**src/rtl/core/pxq_pkg.sv**
```systemverilog
`timescale 1ns / 1ps
// -----------------------------------------------------------------------------
// pxq_pkg
// Shared constants and controller/datapath interface types for the
// prefix-XOR range query block.
// -----------------------------------------------------------------------------
package pxq_pkg;

   // storage and word size
   localparam int DEPTH      = 1024;
   localparam int WORD_BITS  = 32;

   // fixed field widths
   localparam int VALUE_BITS = 32;
   localparam int INDEX_BITS = 11;

   // derived widths
   localparam int DATA_BITS  = (WORD_BITS < VALUE_BITS) ? WORD_BITS : VALUE_BITS;
   localparam int ADDR_BITS  = $clog2(DEPTH);
   localparam int CNT_BITS   = $clog2(DEPTH + 1);
   localparam int CMP_BITS   = (CNT_BITS > INDEX_BITS) ? CNT_BITS : INDEX_BITS;
   localparam int ACALC_BITS = (ADDR_BITS > INDEX_BITS) ? ADDR_BITS : INDEX_BITS;

   // command codes
   localparam logic [1:0] CMD_START = 2'd0;
   localparam logic [1:0] CMD_LOAD  = 2'd1;
   localparam logic [1:0] CMD_FLIP  = 2'd2;
   localparam logic [1:0] CMD_QUERY = 2'd3;

   // controller -> datapath
   typedef struct packed {
      logic start;
      logic load;
      logic flip_issue;
      logic flip_hi;
      logic flip_lo;
      logic query;
   } ctrl_cmd_type;

   // datapath -> controller
   typedef struct packed {
      logic load_ok;
      logic flip_ok;
      logic left_gt_one;
      logic rsp_busy;
   } dp_status_type;

endpackage

```
**src/rtl/core/pxq_ctrl.sv**
```systemverilog
`timescale 1ns / 1ps
// -----------------------------------------------------------------------------
// pxq_ctrl
// Request sequencer: takes beats, issues datapath commands and steps the
// one or two prefix-table reads of a flip.
// -----------------------------------------------------------------------------
module pxq_ctrl
   import pxq_pkg::*;
(
   input  logic          clock,
   input  logic          reset,
   input  logic          req_valid,
   input  logic [1:0]    req_cmd,
   output logic          req_stall,
   input  dp_status_type status,
   output ctrl_cmd_type  cmd
);

   typedef enum logic [2:0] {
      ST_IDLE    = 3'b001,
      ST_FLIP_HI = 3'b010,
      ST_FLIP_LO = 3'b100
   } state_type;

   state_type state_ff, state_in;
   logic      idle;
   logic      accept;

   assign idle = (state_ff == ST_IDLE);

   // every request waits during a flip; a query also waits while the previous answer is still held
   assign req_stall = !idle || (status.rsp_busy && (req_cmd == CMD_QUERY));
   assign accept    = req_valid && !req_stall;

   always_comb begin
      cmd            = '0;
      cmd.start      = accept && (req_cmd == CMD_START);
      cmd.load       = accept && (req_cmd == CMD_LOAD) && status.load_ok;
      cmd.flip_issue = accept && (req_cmd == CMD_FLIP) && status.flip_ok;
      cmd.query      = accept && (req_cmd == CMD_QUERY);
      cmd.flip_hi    = (state_ff == ST_FLIP_HI);
      cmd.flip_lo    = (state_ff == ST_FLIP_LO);
   end

   always_comb begin
      state_in = state_ff;
      case (state_ff)
         ST_IDLE: begin
            if (cmd.flip_issue) state_in = ST_FLIP_HI;
         end
         ST_FLIP_HI: begin
            state_in = status.left_gt_one ? ST_FLIP_LO : ST_IDLE;
         end
         ST_FLIP_LO: begin
            state_in = ST_IDLE;
         end
         default: begin
            state_in = ST_IDLE;
         end
      endcase
   end

   always_ff @(posedge clock) begin
      if (reset) begin
         state_ff <= ST_IDLE;
      end else begin
         state_ff <= state_in;
      end
   end

   a_hi_after_issue: assert property (@(posedge clock) disable iff (reset)
      cmd.flip_issue |=> cmd.flip_hi)
      else $error("flip read not followed by capture");

   a_lo_needs_left: assert property (@(posedge clock) disable iff (reset)
      cmd.flip_lo |-> $past(cmd.flip_hi) && $past(status.left_gt_one))
      else $error("second flip read without a left prefix");

   a_busy_stalls: assert property (@(posedge clock) disable iff (reset)
      (cmd.flip_hi || cmd.flip_lo) |-> req_stall)
      else $error("request taken during a flip");

endmodule

```
**config.mk**
```make
export PLATFORM = sky130hd
export DESIGN_NAME = pxq_ctrl
export DESIGN_NICKNAME = d
export VERILOG_FILES = /design/src/rtl/core/pxq_pkg.sv /design/src/rtl/core/pxq_ctrl.sv
export SDC_FILE = /design/constraint.sdc
export NUM_CORES = 1
export LEC_CHECK = 0
export CAP_MARGIN = 20
export CORE_AREA = 2 2 39 41
export CTS_CLUSTER_DIAMETER = 80
export DETAILED_ROUTE_END_ITERATION = 7
export DIE_AREA = 0 0 41 43
export DONT_BUFFER_PORTS = 1
export GPL_ROUTABILITY_DRIVEN = 0
export HOLD_SLACK_MARGIN = 0.06
export PLACE_DENSITY_LB_ADDON = 0.1
export SETUP_SLACK_MARGIN = 0.4
export SYNTH_ARGS = -nofsm -noshare
export SYNTH_HDL_FRONTEND = slang
export SYNTH_SLANG_ARGS = --single-unit
```
**constraint.sdc**
```tcl
create_clock -name clock -period 0.97 [get_ports clock]
set_input_delay 0.1455 -clock clock [delete_from_list [all_inputs] [get_ports clock]]
set_output_delay 0.1455 -clock clock [all_outputs]
set_load 0.02 [all_outputs]
```
# [After elaboration in Yosys (flattened, before gate mapping)]
# Cells that the tools add are included.
[op_classes] eq_ne=7 mux=3 n_reduce_logical=12
[ops] cell="$logic_and 1x1->1" n=8
[ops] cell="$mux 3" n=2
[ops] cell="$pmux 3 s2" n=1
[ops] cell="$eq 2x2->1 const B" n=2
[ops] cell="$eq 3x1->1 const B" n=1
[ops] cell="$eq 3x2->1 const B" n=1
[ops] cell="$eq 3x3->1 const B" n=1
[ops] cell="$eq 2x1->1 const B" n=1
[ops] cell="$logic_not 1->1" n=2
[ops] cell="$logic_not 2->1" n=1
[ops] cell="$ne 2x2->1 const B" n=1
[ops] cell="$logic_or 1x1->1" n=1
[totals] out_inout_bits=7 in_bits=9 register_bits=3 word_cells=23

# [Longest topological paths before layout]
[logic_depth] ltp_word=9 depth_mapped=3 mapped_depth_nobuf=3

# [Least setup slack after synthesis]
# OpenSTA, ideal clock, no wires.
[synth_path] path_kind="register to output" startpoint="reg state_ff[1]" endpoint="out cmd[0] (netlist bit)" path_buffers=0 path_stages_with_launch=4 arrival_time_ns=1.109 required_ns=0.824 path_slack_ns=-0.284 cell_sequence="dfxtp_1 > nor2_4 > nand4_2 > nor3b_1"
[synth_lines] item="from (decl)" line_no="pxq_ctrl.sv:25" text="state_type state_ff, state_in;"
[synth_lines] item="from (signal assigned)" line_no="pxq_ctrl.sv:67" text="state_ff <= state_in;"
[synth_lines] item="to (decl)" line_no="pxq_ctrl.sv:16" text="output ctrl_cmd_type cmd"

==> impl_results.md <==
- Status: finished with violations
- Violated checks: hold timing, setup timing
- Maximum number of pins on one net before global-route repair: 6
- Netlist area before placement: 185.2 sq um
- Unrepaired setup endpoints after global routing: true
- Total Routed Length: 624 microns
- Clock H-tree levels: 1
- Proportion of register bits with asynchronous set or reset after synthesis: 0%
- Net Count, Synth: 29
- Ranking of synthesized cells by instance count: 3 x dfxtp_1, 3 x nand3_1, 2 x nor3_1, 2 x nor3b_1
- Clk sinks: 3
- Slew Viols, Final: 0
- Transition at the pin with the smallest max-transition slack: 0.2898 ns
- Worst-path clk slew: 0.04 ns
- Net count, final: 45
- Register bit count reported by yosys: 3
- Chip Height: 43 microns
- Hold Fails Final Rpt: 1
- Drt wl/cell: 12.24 microns
- Filler cell count in the final layout: 149
- Flip-flop count of the largest register, all copies and words added: 3
- LEAKAGE: 0.1672 nW
- Kind of start point of the critical path: register
- Total via count after detailed routing: 224
- Pre-Repair DR Iteration Count: 1
- Largest fanout on the critical path: 3
- Vias in the first global route: 244
- Global-route wire length before repair: 986 microns
- Clk Tree Root Cell: clkbuf_4
- Starting density of the core: 13.38%
- Overflow after GRT: 0
- CP Cell Sequence: nor2_4, nand3_2, nor3_4
- Total track usage: 8.954%
- Dpl ws: -0.1514 ns
- Worst EP arrival: 1.17 ns
- Synthesized instance count: 20
- Horiz. Die Dim: 41 microns
- Area of the multi-input gates: 200.2 sq um
- Minimum clock period: 1.319 ns
- Number of endpoints failing setup at the final stage: 10
- Endpoint required time on the critical path: 0.82 ns
- Syn avg cell area: 9.259 sq um
- Sequential fraction of the synthesis area: 32.43%
- DRT iter0 DRCs: 0
- Most common flop cell mapped by yosys: dfxtp_1
- Yosys warning count: 0
- Final period util: 136.0%
- Antenna violations before repair: 0
- Fraction of final layout cells sized beyond drive strength 1: 80.00%
- Remaining antenna violation count after routing: 0
- Worst hold start: reset
- Crit path launch: state_ff[2]
- Top-Level Pins: 16
- Post-synth top area cell: dfxtp_1
- Most flop-heavy register: state_ff
- Startpoint of the worst register-to-register path: state_ff[2]
- Leading post-synthesis cells by cell area: dfxtp_1 32%, nand3_1 8.1%, nor3b_1 8.1%
- Fin Clk Skew: 0.0009673 ns
- Worst max-slew margin expressed relative to the limit: 80.66%
- CP max stage cell: dfxtp_2
- Number of enable flip-flop cells after synthesis: 0
- Buffer depth of the longest clock path: 2
- Area enclosed by the die boundary: 1763 sq um
- Share of the synthesized area in the top cell type: 32.43%
- Crit path capture type: output port
- Minimum setup slack in the final design: -0.3491 ns
- Library cells used by synthesis: 14
- Number of buffers added by the clock tree synthesis step: 3
- Buffers & Inverters on Critical Path: 0
- Max_cap viols: 0
- Classification of the worst setup path: reg -> out
- Area taken by flip-flops and latches: 63.81 sq um
- Class of the most critical hold timing path: in -> reg
- Largest stage delay on the critical path: 0.33 ns
- Diode insertion count for antenna repair: 0
- Average via count per standard cell: 4.392
- Cell family contributing the most delay on the critical path: simple AND/OR/NAND/NOR gates
- DRC viols: 0
- IR drop worst, VDD: 0.0003161 V
- Placeable core region: 1384 sq um
- Clock tree from TritonCTS: built
- Signed area change from the synthesized netlist to the final layout: 124.3%
- Pwr dens: 988.9 nW/um^2
- Std-Cell Rows: 14
- Worst-Skew Late Latency: 0.23 ns
- Number of port buffers: 0
- Worst slack on hold paths: -0.02322 ns
- Maximum frequency from static timing analysis: 0.7581 GHz
- Registers with the highest flip-flop counts: state_ff: 3 flops
==> final cells by class <==
cell class / instances / share of cell area (%)
Inverter: 1 / 0.9036
Tap cell: 16 / 4.819
Timing Repair Buffer: 11 / 24.40
Multi-Input combinational cell: 16 / 48.19
Sequential cell: 3 / 15.36
Clock buffer: 4 / 6.325
==> per-stage QoR <==
stage | total power, mW | util, % | instances | TNS [ns] | instance area, sq um
floorplan | 0.1708 | - | 20 | -0.3004 | 240.2
global placement | 0.1777 | 22.06 | 42 | -0.4638 | 305.3
detailed placement | 0.1784 | 22.06 | 42 | -0.5522 | 305.3
CTS | 0.4207 | 28.30 | 50 | -2.685 | 391.6
global route | 0.4391 | 30.02 | 51 | -3.109 | 415.4
finish | 0.4108 | 30.02 | 51 | -2.504 | 415.4
==> metal layers <==
layer | up-vias | track usage, % | part of all wire, %
met2 | 10 | 12.19 | 55
li1 | 105 | - | -
met4 | 0 | 10.00 | 3.0
met1 | 107 | 8.738 | 32
met3 | 2 | 4.188 | 10
met5 | - | 0 | 0
==> what timing repair did <==
action / in CTS / in global routing
pin swaps: 6 / 1
gates resized for setup: 7 / 3
hold endpoints to repair: 1 / 2
endpoints found under the setup margin: 10 / 10
setup buffers: 4 / 1
gates cloned: 0 / 0
==> worst reg2reg max path: stages, from the launching register on <==
cell	delay (ns)
dfxtp_2	0.33
nor2_4	0.15
nand4_4	0.13
buf_6	0.16
buf_6	0.10
o31a_1	0.27
==> power by group <==
part	total [mW]	leakage [nW]	internal [mW]	switching, mW
sequential	0.129	0.0248	0.126	0.00276
combinational	0.0669	0.127	0.0330	0.0340
clock	0.215	0.0150	0.154	0.0614
==> cell usage in the layout (no fill, tap or decap) <==
| master | netlist | routed |
|---|---|---|
| nand3_1 | 3 | 1 |
| o31a_1 | 1 | 1 |
| nand3b_1 | 1 | 1 |
| nand2_1 | 1 | 1 |
| nor2_4 | 1 | 2 |
| dfxtp_2 | 0 | 3 |
| nor4b_2 | 1 | 1 |
| buf_6 | 0 | 5 |
| nand3_4 | 0 | 1 |
| nand3_2 | 0 | 1 |
| clkbuf_4 | 0 | 3 |
| buf_4 | 0 | 6 |
| clkbuf_1 | 0 | 1 |
| inv_1 | 1 | 1 |
| nor3b_2 | 1 | 1 |
| nand2b_1 | 1 | 1 |
| nor3b_4 | 0 | 2 |
| nand4_4 | 0 | 1 |
| nor3_4 | 0 | 2 |
==> kinds of logic after synthesis <==
| group | synth area share, % |
|---|---|
| buffers and inverters | 2.025 |
| AO/OA/AOI/OAI | 4.731 |
| AND/OR/NAND/NOR | 60.80 |
| flip-flops | 32.43 |
==> worst paths after layout <==
kind / to / slack (ns) / cells after the start
worst max-delay path: cmd[4] / -0.35 / 3
worst min-delay path: state_ff[1] / -0.02 / 1
worst max register to register: state_ff[0] / -0.28 / 5
worst min register to register: state_ff[1] / 0.63 / 3
(Power assumes the default switching activity.)
